--- config.mk ---
export PLATFORM = sky130hd
export DESIGN_NAME = lidar_slope_terrain_classifier_top
export DESIGN_NICKNAME = d
export VERILOG_FILES = /design/src/sv/lstc_pkg.sv /design/src/sv/lidar_slope_terrain_classifier_top.sv
export SDC_FILE = /design/constraint.sdc
export NUM_CORES = 2
export LEC_CHECK = 0
export CORE_AREA = 4 4 353 355
export CTS_CLUSTER_DIAMETER = 120
export DETAILED_ROUTE_END_ITERATION = 7
export DIE_AREA = 0 0 357 359
export DONT_BUFFER_PORTS = 1
export HOLD_SLACK_MARGIN = 0.08
export PLACE_DENSITY_LB_ADDON = 0.2
export SLEW_MARGIN = 15
export SYNTH_ARGS = -nofsm -noshare
export SYNTH_HDL_FRONTEND = slang
export SYNTH_SLANG_ARGS = --single-unit
--- constraint.sdc ---
create_clock -name clk -period 8.6 [get_ports clk]
set_input_delay 1.72 -clock clk [delete_from_list [all_inputs] [get_ports clk]]
set_output_delay 1.72 -clock clk [all_outputs]
set_load 0.05 [all_outputs]
--- src/sv/lstc_pkg.sv ---
// ----------------------------------------------------------------------------
// lstc_pkg
// Types and constants shared by the lidar slope terrain classifier.
// ----------------------------------------------------------------------------
package lstc_pkg;

	// one lidar point, input transaction
	typedef struct packed {
		logic signed [19:0] x_mm;
		logic signed [19:0] y_mm;
		logic signed [19:0] z_mm;
		logic        [17:0] range_mm;
		logic               slice_start;
	} lstc_point_t;

	// one cell mark, output transaction
	typedef struct packed {
		logic [9:0] cell_x;
		logic [9:0] cell_y;
		logic       obstacle;
		logic       slammable;
	} lstc_mark_t;

	// sequencer states
	typedef enum logic [2:0] {
		S_IDLE,
		S_DIVX,
		S_DIVY,
		S_MUL,
		S_DONE
	} lstc_state_t;

	// register indexes (byte address / 4)
	localparam logic [2:0] REG_OBS_TAN2   = 3'd0;
	localparam logic [2:0] REG_SLAM_TAN2  = 3'd1;
	localparam logic [2:0] REG_MIN_HEIGHT = 3'd2;
	localparam logic [2:0] REG_MAX_OBS_H  = 3'd3;
	localparam logic [2:0] REG_DROP       = 3'd4;
	localparam logic [2:0] REG_ORIGIN_X   = 3'd5;
	localparam logic [2:0] REG_ORIGIN_Y   = 3'd6;
	localparam logic [2:0] REG_CELL_SIZE  = 3'd7;

	// register reset values
	localparam logic        [23:0] OBS_TAN2_RST   = 24'd8684;
	localparam logic        [23:0] SLAM_TAN2_RST  = 24'd2107860;
	localparam logic signed [19:0] MIN_HEIGHT_RST = -20'sd500;
	localparam logic signed [19:0] MAX_OBS_H_RST  = 20'sd1500;
	localparam logic        [15:0] DROP_RST       = 16'd100;
	localparam logic        [9:0]  CELL_SIZE_RST  = 10'd50;

	// ranges at or below this are no-returns
	localparam logic [17:0] NULL_RANGE_MM = 18'd200;

	// multiplier sequence: number of steps
	localparam int MUL_STEPS = 8;

endpackage

--- src/sv/lidar_slope_terrain_classifier_top.sv ---
// ----------------------------------------------------------------------------
// lidar_slope_terrain_classifier_top
// Classifies consecutive lidar point pairs of a slice by slope and drop and
// emits the map cell of the earlier point with obstacle / slammable flags.
// ----------------------------------------------------------------------------
//
//  channel  | signals                         | direction | carries
//  ---------+---------------------------------+-----------+---------------------
//  point    | point_valid, point_stall, point | in        | lstc_point_t
//  mark     | mark_valid, mark_stall, mark    | out       | lstc_mark_t
//  config   | psel .. pready, paddr[4:0]      | in/out    | 8 regs, 32 bit
//
// Sequence: a point that forms a pair runs two CW-step restoring divisions for the
//   cell index, CW = clog2(MAP_CELLS), on a shared subtractor, then eight steps on
//   one 24x21 multiplier.
// A point that forms no pair (slice start, short range, low, off grid) leaves the sequencer idle.
// point_stall is high while the sequencer works on a point.
// A finished mark sits in an output register; the next point is taken while it
//   waits, and the sequencer holds in S_DONE only while that register is full and stalled.
// Reset is asynchronous; it restores register defaults and forgets the previous point.
// ----------------------------------------------------------------------------
module lidar_slope_terrain_classifier_top #(
	parameter int MAP_CELLS = 1024
) (
	input  logic                 clk,
	input  logic                 arst_n,
	// point transactions
	input  logic                 point_valid,
	output logic                 point_stall,
	input  lstc_pkg::lstc_point_t point,
	// mark transactions
	output logic                 mark_valid,
	input  logic                 mark_stall,
	output lstc_pkg::lstc_mark_t  mark,
	// register port
	input  logic                 psel,
	input  logic                 penable,
	input  logic                 pwrite,
	input  logic [4:0]           paddr,
	input  logic [31:0]          pwdata,
	output logic [31:0]          prdata,
	output logic                 pready
);

	// quotient width: cell index is below MAP_CELLS
	localparam int CW   = $clog2(MAP_CELLS);
	localparam int CBW  = $clog2(CW);
	localparam int CNTW = (CBW > 3) ? CBW : 3;
	// compare / divide width: covers 20-bit offsets and MAP_CELLS * cell size
	localparam int CMPW = (CW + 11 > 20) ? CW + 11 : 20;
	localparam int ACCW = 65;

	// ---------------- configuration registers ----------------
	logic        [23:0] obs_tan2_q;
	logic        [23:0] slam_tan2_q;
	logic signed [19:0] min_h_q;
	logic signed [19:0] max_obs_h_q;
	logic        [15:0] drop_thr_q;
	logic signed [19:0] origin_x_q;
	logic signed [19:0] origin_y_q;
	logic        [9:0]  cell_size_q;

	logic cfg_wr;
	assign cfg_wr = psel && penable && pwrite && pready;
	assign pready = 1'b1;

	always_ff @(posedge clk or negedge arst_n) begin
		if (!arst_n) begin
			obs_tan2_q  <= lstc_pkg::OBS_TAN2_RST;
			slam_tan2_q <= lstc_pkg::SLAM_TAN2_RST;
			min_h_q     <= lstc_pkg::MIN_HEIGHT_RST;
			max_obs_h_q <= lstc_pkg::MAX_OBS_H_RST;
			drop_thr_q  <= lstc_pkg::DROP_RST;
			origin_x_q  <= '0;
			origin_y_q  <= '0;
			cell_size_q <= lstc_pkg::CELL_SIZE_RST;
		end else if (cfg_wr) begin
			case (paddr[4:2])
				lstc_pkg::REG_OBS_TAN2:   obs_tan2_q  <= pwdata[23:0];
				lstc_pkg::REG_SLAM_TAN2:  slam_tan2_q <= pwdata[23:0];
				lstc_pkg::REG_MIN_HEIGHT: min_h_q     <= pwdata[19:0];
				lstc_pkg::REG_MAX_OBS_H:  max_obs_h_q <= pwdata[19:0];
				lstc_pkg::REG_DROP:       drop_thr_q  <= pwdata[15:0];
				lstc_pkg::REG_ORIGIN_X:   origin_x_q  <= pwdata[19:0];
				lstc_pkg::REG_ORIGIN_Y:   origin_y_q  <= pwdata[19:0];
				lstc_pkg::REG_CELL_SIZE:  cell_size_q <= pwdata[9:0];
				default: ;
			endcase
		end
	end

	always_comb begin
		case (paddr[4:2])
			lstc_pkg::REG_OBS_TAN2:   prdata = 32'(obs_tan2_q);
			lstc_pkg::REG_SLAM_TAN2:  prdata = 32'(slam_tan2_q);
			lstc_pkg::REG_MIN_HEIGHT: prdata = 32'(min_h_q);
			lstc_pkg::REG_MAX_OBS_H:  prdata = 32'(max_obs_h_q);
			lstc_pkg::REG_DROP:       prdata = 32'(drop_thr_q);
			lstc_pkg::REG_ORIGIN_X:   prdata = 32'(origin_x_q);
			lstc_pkg::REG_ORIGIN_Y:   prdata = 32'(origin_y_q);
			lstc_pkg::REG_CELL_SIZE:  prdata = 32'(cell_size_q);
			default:                  prdata = '0;
		endcase
	end

	// zero cell size acts as 1 mm
	logic [9:0] cs_eff;
	assign cs_eff = (cell_size_q == '0) ? 10'd1 : cell_size_q;

	// offsets at or above this leave the grid
	logic [CMPW-1:0] grid_lim;
	assign grid_lim = CMPW'(MAP_CELLS) * CMPW'(cs_eff);

	// ---------------- state ----------------
	lstc_pkg::lstc_state_t state_q, state_d;
	logic [CNTW-1:0]       cnt_q;
	logic                  prev_valid_q;
	logic                  mark_valid_q;

	logic signed [19:0] prev_x_q, prev_y_q, prev_z_q;
	logic        [17:0] prev_range_q;

	// pair working registers
	logic [19:0]      ax_q, ay_q, az_q;   // |dx|, |dy|, |dz|
	logic             drop_q;             // dz below -drop threshold
	logic             zok_q;              // later z at or below obstacle height
	logic [19:0]      rem_q;              // divider remainder
	logic [19:0]      diffy_q;            // y offset waiting for the divider
	logic [CW-1:0]    quo_q;
	logic [CW-1:0]    cx_q;
	logic [44:0]      prod_q;
	logic [40:0]      xy2_q;
	logic [39:0]      dz2_q;
	logic [ACCW-1:0]  acc_q;
	logic             steep_obs_q;
	lstc_pkg::lstc_mark_t mark_q;

	// ---------------- accept-time checks ----------------
	logic              accept;
	logic signed [20:0] dx, dy, dz, offx, offy;
	logic        [21:0] drop_sum;
	logic              x_on_grid, y_on_grid, pair_go;

	assign dx   = 21'(point.x_mm) - 21'(prev_x_q);
	assign dy   = 21'(point.y_mm) - 21'(prev_y_q);
	assign dz   = 21'(point.z_mm) - 21'(prev_z_q);
	assign offx = 21'(prev_x_q) - 21'(origin_x_q);
	assign offy = 21'(prev_y_q) - 21'(origin_y_q);
	// dz + drop < 0  <=>  dz < -drop
	assign drop_sum = 22'(dz) + 22'(drop_thr_q);

	assign x_on_grid = !offx[20] && (CMPW'(offx[19:0]) < grid_lim);
	assign y_on_grid = !offy[20] && (CMPW'(offy[19:0]) < grid_lim);

	assign pair_go = !point.slice_start && prev_valid_q
		&& (prev_range_q > lstc_pkg::NULL_RANGE_MM)
		&& (point.range_mm > lstc_pkg::NULL_RANGE_MM)
		&& (point.z_mm >= min_h_q) && x_on_grid && y_on_grid;

	// ---------------- shared subtractor (restoring division) ----------------
	logic [CMPW:0]   trial;
	logic            div_ge;
	logic [CW-1:0]   quo_next;
	assign trial    = {1'b0, CMPW'(rem_q)} - {1'b0, CMPW'(cs_eff) << cnt_q};
	assign div_ge   = !trial[CMPW];
	assign quo_next = {quo_q[CW-2:0], div_ge};

	// ---------------- shared multiplier ----------------
	logic [23:0] mul_a;
	logic [20:0] mul_b;
	logic [44:0] mul_p;

	always_comb begin
		case (cnt_q)
			CNTW'(0): begin mul_a = 24'(ax_q);  mul_b = 21'(ax_q); end
			CNTW'(1): begin mul_a = 24'(ay_q);  mul_b = 21'(ay_q); end
			CNTW'(2): begin mul_a = 24'(az_q);  mul_b = 21'(az_q); end
			CNTW'(3): begin mul_a = obs_tan2_q;  mul_b = xy2_q[20:0]; end
			CNTW'(4): begin mul_a = obs_tan2_q;  mul_b = 21'(xy2_q[40:21]); end
			CNTW'(5): begin mul_a = slam_tan2_q; mul_b = xy2_q[20:0]; end
			CNTW'(6): begin mul_a = slam_tan2_q; mul_b = 21'(xy2_q[40:21]); end
			default:  begin mul_a = '0;          mul_b = '0; end
		endcase
	end
	assign mul_p = 45'(mul_a) * 45'(mul_b);

	// dz^2 * 2^16, compared against threshold * xy^2
	logic [ACCW-1:0] lhs;
	logic [ACCW-1:0] acc_add;
	logic            hazard;
	assign lhs     = ACCW'({dz2_q, 16'b0});
	assign acc_add = acc_q + (ACCW'(prod_q) << 21);
	assign hazard  = steep_obs_q || drop_q;

	// ---------------- sequencer ----------------
	logic out_free, load_mark;
	assign out_free = !mark_valid_q || !mark_stall;

	always_comb begin
		state_d     = state_q;
		point_stall = 1'b1;
		load_mark   = 1'b0;
		case (state_q)
			lstc_pkg::S_IDLE: begin
				point_stall = 1'b0;
				if (point_valid && pair_go)
					state_d = lstc_pkg::S_DIVX;
			end
			lstc_pkg::S_DIVX: begin
				if (cnt_q == '0)
					state_d = lstc_pkg::S_DIVY;
			end
			lstc_pkg::S_DIVY: begin
				if (cnt_q == '0)
					state_d = lstc_pkg::S_MUL;
			end
			lstc_pkg::S_MUL: begin
				if (cnt_q == CNTW'(lstc_pkg::MUL_STEPS - 1))
					state_d = lstc_pkg::S_DONE;
			end
			lstc_pkg::S_DONE: begin
				if (out_free) begin
					load_mark = 1'b1;
					state_d   = lstc_pkg::S_IDLE;
				end
			end
			default: state_d = lstc_pkg::S_IDLE;
		endcase
	end

	assign accept = point_valid && !point_stall;

	always_ff @(posedge clk or negedge arst_n) begin
		if (!arst_n) begin
			state_q      <= lstc_pkg::S_IDLE;
			cnt_q        <= '0;
			prev_valid_q <= 1'b0;
			mark_valid_q <= 1'b0;
		end else begin
			state_q <= state_d;
			if (accept)
				prev_valid_q <= 1'b1;
			if (load_mark)
				mark_valid_q <= 1'b1;
			else if (!mark_stall)
				mark_valid_q <= 1'b0;
			case (state_q)
				lstc_pkg::S_IDLE: cnt_q <= CNTW'(CW - 1);
				lstc_pkg::S_DIVX: cnt_q <= (cnt_q == '0) ? CNTW'(CW - 1) : cnt_q - 1'b1;
				lstc_pkg::S_DIVY: cnt_q <= (cnt_q == '0) ? '0 : cnt_q - 1'b1;
				lstc_pkg::S_MUL:  cnt_q <= cnt_q + 1'b1;
				default:          cnt_q <= cnt_q;
			endcase
		end
	end

	// datapath, no reset needed
	always_ff @(posedge clk) begin
		if (accept) begin
			prev_x_q     <= point.x_mm;
			prev_y_q     <= point.y_mm;
			prev_z_q     <= point.z_mm;
			prev_range_q <= point.range_mm;
			ax_q    <= dx[20] ? 20'(-dx) : dx[19:0];
			ay_q    <= dy[20] ? 20'(-dy) : dy[19:0];
			az_q    <= dz[20] ? 20'(-dz) : dz[19:0];
			drop_q  <= drop_sum[21];
			zok_q   <= point.z_mm <= max_obs_h_q;
			rem_q   <= offx[19:0];
			diffy_q <= offy[19:0];
		end

		case (state_q)
			lstc_pkg::S_DIVX: begin
				quo_q <= quo_next;
				if (cnt_q == '0) begin
					cx_q  <= quo_next;
					rem_q <= diffy_q;
				end else if (div_ge) begin
					rem_q <= trial[19:0];
				end
			end
			lstc_pkg::S_DIVY: begin
				quo_q <= quo_next;
				if (div_ge)
					rem_q <= trial[19:0];
			end
			lstc_pkg::S_MUL: begin
				prod_q <= mul_p;
				case (cnt_q)
					CNTW'(1): xy2_q <= 41'(prod_q);
					CNTW'(2): xy2_q <= xy2_q + 41'(prod_q);
					CNTW'(3): dz2_q <= prod_q[39:0];
					CNTW'(4): acc_q <= ACCW'(prod_q);
					CNTW'(5): acc_q <= acc_add;
					CNTW'(6): begin
						steep_obs_q <= acc_q < lhs;
						acc_q       <= ACCW'(prod_q);
					end
					CNTW'(7): acc_q <= acc_add;
					default: ;
				endcase
			end
			default: ;
		endcase

		if (load_mark) begin
			mark_q.cell_x    <= 10'(cx_q);
			mark_q.cell_y    <= 10'(quo_q);
			mark_q.obstacle  <= hazard && zok_q;
			mark_q.slammable <= hazard && (acc_q < lhs);
		end
	end

	assign mark_valid = mark_valid_q;
	assign mark       = mark_q;

	// ---------------- assertions ----------------
	// a mark is only produced from the final sequencer state
	a_mark_from_done: assert property (@(posedge clk) disable iff (!arst_n)
		$rose(mark_valid_q) |-> $past(state_q) == lstc_pkg::S_DONE)
		else $error("mark raised outside S_DONE");

	// the y division ends with a remainder below the cell size
	a_div_rem: assert property (@(posedge clk) disable iff (!arst_n)
		(state_q == lstc_pkg::S_MUL && $past(state_q) == lstc_pkg::S_DIVY)
		|-> rem_q < 20'(cs_eff))
		else $error("divider remainder not below cell size");

	// slammable is only reported for a hazard
	a_slam_hazard: assert property (@(posedge clk) disable iff (!arst_n)
		$rose(mark_valid_q) && mark_q.slammable |-> $past(steep_obs_q || drop_q))
		else $error("slammable without hazard");

	// multiplier step count stays inside its sequence
	a_mul_steps: assert property (@(posedge clk) disable iff (!arst_n)
		state_q == lstc_pkg::S_MUL |-> cnt_q <= CNTW'(lstc_pkg::MUL_STEPS - 1))
		else $error("multiplier step out of range");

endmodule

Yosys cells after proc, flatten, opt, wreduce, memory -nomap -nowiden
Cells that the tools add are included.
{"block": "totals", "register_bits": 577, "in_bits": 123, "output_inout_bits": 57, "elab_cells": 157}
{"block": "classes", "n_addsub": 14, "n_mul": 1, "n_lt_le_gt_ge": 7, "eq_ne": 24, "shift": 1, "n_mux": 27, "n_reduce_logical": 49}
{"cell": "one-hot mux 32 bit (8 select lines)", "count": 1}
{"cell": "one-hot mux 65 bit (2 select lines)", "count": 1}
{"cell": "2-to-1 mux 20 bit", "count": 6}
{"cell": "one-hot mux 24 bit (5 select lines)", "count": 1}
{"cell": "one-hot mux 21 bit (5 select lines)", "count": 1}
{"cell": "subtractor 20 x 20 -> 21 bit", "count": 5}
{"cell": "one-hot mux 41 bit (2 select lines)", "count": 1}
{"cell": "adder 65 bit", "count": 1}
{"cell": "less-than comparator 65 x 56 -> 1 bit", "count": 1}
{"cell": "negator 20 bit", "count": 3}
{"cell": "multiplier 24 x 21 -> 45 bit", "count": 1}
{"cell": "adder 41 bit", "count": 1}
{"cell": "less-than comparator 20 bit", "count": 2}
{"cell": "one-hot mux 20 bit (2 select lines)", "count": 1}
{"cell": "> comparator 18 x 8 -> 1 bit, second input constant", "count": 2}
{"cell": "AND reduction 2 bit", "count": 13}
{"cell": "adder 21 x 17 -> 22 bit", "count": 1}
{"cell": "subtractor 20 x 21 -> 22 bit", "count": 1}
{"cell": "<< shifter 10 x 4 -> 21 bit", "count": 1}
{"cell": "greater-or-equal comparator 20 bit", "count": 1}
{"cell": "<= comparator 20 bit", "count": 1}
{"cell": "== test 4 x 3 -> 1 bit, second input constant", "count": 4}
{"cell": "one-hot mux 4 bit (4 select lines)", "count": 1}
{"cell": "== test 3 bit, second input constant", "count": 5}
{"cell": "23 further kinds", "count": 67}

Longest topological paths before layout
{"block": "depth", "word_depth": 10, "ltp_mapped": 38, "mapped_depth_nobuf": 33}

Worst setup path before layout
Ideal clock, no wire load.
{"block": "synth_timing", "path_type": "flip-flop to flip-flop", "startpoint": "register cnt_q[1]", "endpoint": "register prod_q[44], data pin", "setup_ps": 266, "arrival_ps": 8824, "required_time_ps": 8334, "path_slack_ps": -490, "path_stages_with_launch": 34, "path_buffers": 4, "period_less_slack_ps": 9090, "cell_sequence": "dfrtp_1 buf_1 inv_1 ha_1 clkbuf_1 nand2_1 a21oi_1 clkbuf_1 a221o_1 clkbuf_1 nand2_1 fa_1 inv_1 fa_1 inv_1 fa_1 inv_1 fa_1 inv_1 fa_1 inv_1 fa_1 fa_1 ha_1 nand3_1 or4_1 a21oi_1 o211ai_1 o311a_1 o21ai_1 a221oi_1 o21ai_1 mux2i_1 nand4_1"}
{"block": "synth_via", "elab_chain_cells": 4, "elab_cells_between_ends": 14, "classes_between": "mul (1); eq/ne (6); mux (2); reduce/logical (5)"}
{"item": "start, declared", "line_no": "lidar_slope_terrain_classifier_top.sv:116", "text": "logic [CNTW-1:0] cnt_q;"}
{"item": "start signal, assigned", "line_no": "lidar_slope_terrain_classifier_top.sv:248", "text": "lstc_pkg::S_IDLE: cnt_q <= CNTW'(CW - 1);"}
{"item": "start signal, assigned", "line_no": "lidar_slope_terrain_classifier_top.sv:249", "text": "lstc_pkg::S_DIVX: cnt_q <= (cnt_q == '0) ? CNTW'(CW - 1) : cnt_q - 1'b1;"}
{"item": "start signal, assigned", "line_no": "lidar_slope_terrain_classifier_top.sv:250", "text": "lstc_pkg::S_DIVY: cnt_q <= (cnt_q == '0) ? '0 : cnt_q - 1'b1;"}
{"item": "== test 4 x 3 -> 1 bit or == test 4 x 2 -> 1 bit (tied branches)", "line_no": "lidar_slope_terrain_classifier_top.sv:174", "text": "case (cnt_q)"}
{"item": "OR reduction 2 bit (no line)"}
{"item": "one-hot mux 24 bit (5 select lines) or one-hot mux 21 bit (5 select lines) (tied branches)", "line_no": "lidar_slope_terrain_classifier_top.sv:174"}
{"item": "multiplier 24 x 21 -> 45 bit (*)", "line_no": "lidar_slope_terrain_classifier_top.sv:185", "text": "assign mul_p = 45'(mul_a) * 45'(mul_b);"}
{"item": "via mul_p[44]", "line_no": "lidar_slope_terrain_classifier_top.sv:171", "text": "logic [44:0] mul_p;"}
{"item": "end signal, assigned", "line_no": "lidar_slope_terrain_classifier_top.sv:289", "text": "prod_q <= mul_p;"}
{"item": "end, declared", "line_no": "lidar_slope_terrain_classifier_top.sv:131", "text": "logic [44:0] prod_q;"}
Mark *: on every way through the listed nets, which the timed path passes. The rest lies on a longest branch.
A chain may end at the register's enable or synchronous reset.

Worst setup path in the final report
{"block": "layout_timing", "startpoint": "register cnt_q[1]", "endpoint": "register prod_q[38], data pin"}
Same word-level chain as after synthesis.

==> impl_results.html <==
<table>
<tr><th>Metric</th><th>Value</th></tr>
<tr><th colspan="2">Outcome</th></tr>
<tr><td>Run status</td><td>finished, final reports clean</td></tr>
<tr><th colspan="2">Setup path</th></tr>
<tr><td>Path type of the worst setup path</td><td>register to register</td></tr>
<tr><td>Most common cell on crit path</td><td>buf_4</td></tr>
<tr><td>Delay of the slowest critical-path stage</td><td>0.56 ns</td></tr>
<tr><td>Critical-path cell with the highest stage delay</td><td>or4_4</td></tr>
<tr><td>Critical-path maximum fanout</td><td>22</td></tr>
<tr><td>Required arrival time at the worst endpoint</td><td>9.00 ns</td></tr>
<tr><td>Kind of end point of the critical path</td><td>register</td></tr>
<tr><td>Launching instance or port of the critical path</td><td>cnt_q[1]</td></tr>
<tr><td>CP startpoint kind</td><td>register</td></tr>
<tr><td>Launch point of the worst reg-to-reg path</td><td>cnt_q[1]</td></tr>
<tr><td>Crit path DAT</td><td>8.99 ns</td></tr>
<tr><th colspan="2">STA</th></tr>
<tr><td>Post-Route Setup TNS</td><td>0 ns</td></tr>
<tr><td>Final Setup Violations</td><td>0</td></tr>
<tr><td>Largest clock skew in the final design</td><td>0.0426 ns</td></tr>
<tr><td>Final critical path time including I/O delays and setup</td><td>8.58 ns</td></tr>
<tr><td>Setup repair after global routing missed its margin</td><td>true</td></tr>
<tr><td>Period utilization</td><td>99.8%</td></tr>
<tr><td>Transition at the pin with the smallest max-transition slack</td><td>1.21 ns</td></tr>
<tr><td>Relative slew margins</td><td>19.3%</td></tr>
<tr><td>Final count of hold timing violations</td><td>0</td></tr>
<tr><td>Max-slew violations</td><td>0</td></tr>
<tr><td>Achievable clock frequency</td><td>116 MHz</td></tr>
<tr><td>Final worst setup slack</td><td>0.0151 ns</td></tr>
<tr><th colspan="2">Route</th></tr>
<tr><td>Detailed Route WL</td><td>171000 um</td></tr>
<tr><td>Post-DR wirelength/cell</td><td>22.7 um</td></tr>
<tr><td>Number of DRC violations after detailed-routing iteration 0</td><td>3474</td></tr>
<tr><td>Total number of vias</td><td>41.8k</td></tr>
<tr><td>Avg Vias per Cell</td><td>5.56</td></tr>
<tr><td>Antenna-violating nets left</td><td>0</td></tr>
<tr><td>Detailed-router iteration count before antenna repair</td><td>5</td></tr>
<tr><td>DR DRC count</td><td>0</td></tr>
<tr><th colspan="2">Hold path</th></tr>
<tr><td>Hold Crit Class</td><td>register to register</td></tr>
<tr><td>Worst Min Path Start</td><td>cx_q[3]</td></tr>
<tr><th colspan="2">Flow run</th></tr>
<tr><td>Max-capacitance violation count</td><td>0</td></tr>
<tr><th colspan="2">Global route</th></tr>
<tr><td>Number of antenna violations at the first check in global routing</td><td>4</td></tr>
<tr><td>Via count of the first global-routing pass</td><td>41.6k</td></tr>
<tr><td>Total congestion overflow after global routing</td><td>0</td></tr>
<tr><td>First-pass GRT wire length</td><td>256000 um</td></tr>
<tr><td>Largest net degree at the start of global routing</td><td>164</td></tr>
<tr><td>Overall track demand over capacity in global routing</td><td>26.3%</td></tr>
<tr><th colspan="2">Finish</th></tr>
<tr><td>Area growth syn-to-layout</td><td>16.3%</td></tr>
<tr><td>Number of non-filler instances in the completed layout</td><td>7513</td></tr>
<tr><td>Commonest cells after routing, fill and taps aside</td><td>724 x inv_1, 699 x nand2_1, 462 x ha_1</td></tr>
<tr><td>Layout cells sized above 1</td><td>15.4%</td></tr>
<tr><td>Final Instance Area</td><td>60400 um^2</td></tr>
<tr><td>Most frequent standard cell in the layout excluding fill and tap cells</td><td>inv_1</td></tr>
<tr><td>Post-layout net count</td><td>6853</td></tr>
<tr><th colspan="2">Place</th></tr>
<tr><td>Half-perimeter wire length after placement</td><td>138000 um</td></tr>
<tr><td>Post-Place Setup Slack</td><td>-0.628 ns</td></tr>
<tr><td>Final weighted congestion in routability-driven placement</td><td>1.01</td></tr>
<tr><td>Instance count after placement with tap cells included</td><td>7322</td></tr>
<tr><td>Count of port buffers added during placement</td><td>0</td></tr>
<tr><td>Area post-placement</td><td>56600 um^2</td></tr>
<tr><th colspan="2">Logic synthesis</th></tr>
<tr><td>Synthesized net count</td><td>6533</td></tr>
<tr><td>Unique masters post-synth</td><td>96</td></tr>
<tr><td>Count of warnings emitted by yosys</td><td>0</td></tr>
<tr><td>Synth Flop Type</td><td>edfxtp_1</td></tr>
<tr><td>Gate Count Post-Synth</td><td>5509</td></tr>
<tr><td>Register bit total from synthesis</td><td>561</td></tr>
<tr><td>Number of enable flip-flop cells after synthesis</td><td>378</td></tr>
<tr><td>Mean instance size in the synthesized netlist</td><td>9.43 um^2</td></tr>
<tr><td>Post-synth design cell area</td><td>52000 um^2</td></tr>
<tr><td>Asr flop ratio synth</td><td>29.1%</td></tr>
<tr><td>Proportion of synthesized chip area in sequential cells</td><td>30.6%</td></tr>
<tr><th colspan="2">Clock network</th></tr>
<tr><td>Number of buffers added by the clock tree synthesis step</td><td>72</td></tr>
<tr><td>TritonCTS clock tree</td><td>yes</td></tr>
<tr><td>Longest Clk Path Bufs</td><td>3</td></tr>
<tr><td>Clock latency on the worst-skew pair</td><td>0.68 ns</td></tr>
<tr><td>Clock slew seen by the registers of the worst setup and hold paths</td><td>0.06 ns</td></tr>
<tr><td>H-tree Lvls</td><td>3</td></tr>
<tr><td>CTS Root Cell</td><td>clkbuf_16</td></tr>
<tr><td>Clock net sink count</td><td>561</td></tr>
<tr><th colspan="2">Die</th></tr>
<tr><td>Die outline area</td><td>128000 um^2</td></tr>
<tr><td>Area inside the core boundary</td><td>121000 um^2</td></tr>
<tr><td>Die Span Y</td><td>359 um</td></tr>
<tr><td>X dimension of the die</td><td>357 um</td></tr>
<tr><td>Effective utilization at floorplan</td><td>42.8%</td></tr>
<tr><td>Row count</td><td>128</td></tr>
<tr><td>Count of boundary I/O pins</td><td>180</td></tr>
<tr><th colspan="2">Pwr</th></tr>
<tr><td>LEAKAGE</td><td>27.4 nW</td></tr>
<tr><td>Pwr dens</td><td>225 nW/um^2</td></tr>
<tr><td>Max VDD drop</td><td>268 uV</td></tr>
</table>
[repair_timing]
item                       CTS  global route
buffers inserted            18            39
pin swaps                   49            92
resized for setup           96           121
setup endpoints to repair   20            15
cloned                       0             1
hold buffers                 0             0
[worst paths after layout]
path | endpoint | slack [ns] | cells after the start
max | prod_q[38] | 0.02 | 35
min | mark[15] | 0.41 | 0
min in group asynchronous | max_obs_h_q[11] | 0.76 | 0
min reg2reg | mark[15] | 0.41 | 0
max in group asynchronous | max_obs_h_q[8] | 7.43 | 0
max reg2reg | prod_q[38] | 0.02 | 35
[critical path: cells and delay by family, from the launching register on]
kind,cells,cell delay (ns)
DFF,1,0.39
adders and majority gates,9,3.65
AOI/OAI and AO/OA,9,1.86
and+or+nand+nor,3,0.69
buffers and inverters,13,1.54
xor gates and xnor gates,1,0.15
[registers in the layout (all words and copies together) (netlist names), 22 cells and up]
name and count:
xy2_q 41, dz2_q 40, prod_q 45, mark 22, slam_tan2_q 24, acc_q 49
obs_tan2_q 24
[final cells by class]
class                      instances  area [um^2]
fill                           11400        61000
clock buffer                     103         2140
timing repair buffer             467         3950
sequential                       561        15900
clock inverter                    28          251
inverter                         746         2810
tap                             1625         2030
antenna                            2         5.00
multi-input combinational       3981        33300
[per-layer routing]
metal / track usage (%) / wire length [um] / part of all wire, %
met1: 34.4 / 70300 / 41
met2: 42.1 / 78100 / 46
met3: 5.33 / 13000 / 7.6
met4: 12.2 / 9350 / 5.5
met5: 0 / 0 / 0
[cells by family after synthesis]
group	share of synthesized area, %
adders and majority gates	27.8
xor gates and xnor gates	4.43
buffers and inverters	7.07
and+or+nand+nor	12.5
AOI/OAI and AO/OA	15.3
other	0.00722
muxes	2.34
DFF	30.6
[power by group]
part / internal, W / switching [W] / leakage, nW
clock network: 0.00181 / 0.00126 / 1.18
registers: 0.00366 / 0.000433 / 5.60
logic: 0.00259 / 0.00386 / 20.6
[through the flow]
| stage | hold WS, ns | total power [W] | util, % |
|---|---|---|---|
| 4_1_cts | 0.413 | 0.0134 | 49.1 |
| 5_1_grt | 0.427 | 0.0144 | 49.8 |
| 3_3_place_gp | 0.402 | 0.0101 | 46.6 |
| 2_1_floorplan | 0.400 | 0.00800 | - |
| 3_5_place_dp | 0.405 | 0.0102 | 46.6 |
| 6_report | 0.413 | 0.0136 | 49.8 |
[Yosys cell counts (all sizes together), types with 22 or more instances]
cell,n,area [um^2]
nand2,718,2700
a211oi,27,203
xor2,88,771
mux2,71,800
clkbuf,193,724
a22oi,42,315
xnor2,175,1530
a21oi,273,1380
a221oi,51,453
nor2,395,1490
or3,24,155
and2,37,231
a21o,139,1040
dfrtp,122,3050
fa,423,8470
a31oi,27,169
nor2b,56,350
o21a,48,360
nand3,35,175
ha,478,5980
o31ai,30,244
edfxtp,378,11400
a221o,44,440
o21bai,37,289
o21ai,332,1660
o211ai,22,165
nand4,41,257
inv,743,2790
dfstp,41,1080
buf,29,150
nor3,66,330
mux2i,35,350
nand2b,45,282
Note: power is estimated with default switching activity, not from simulation.
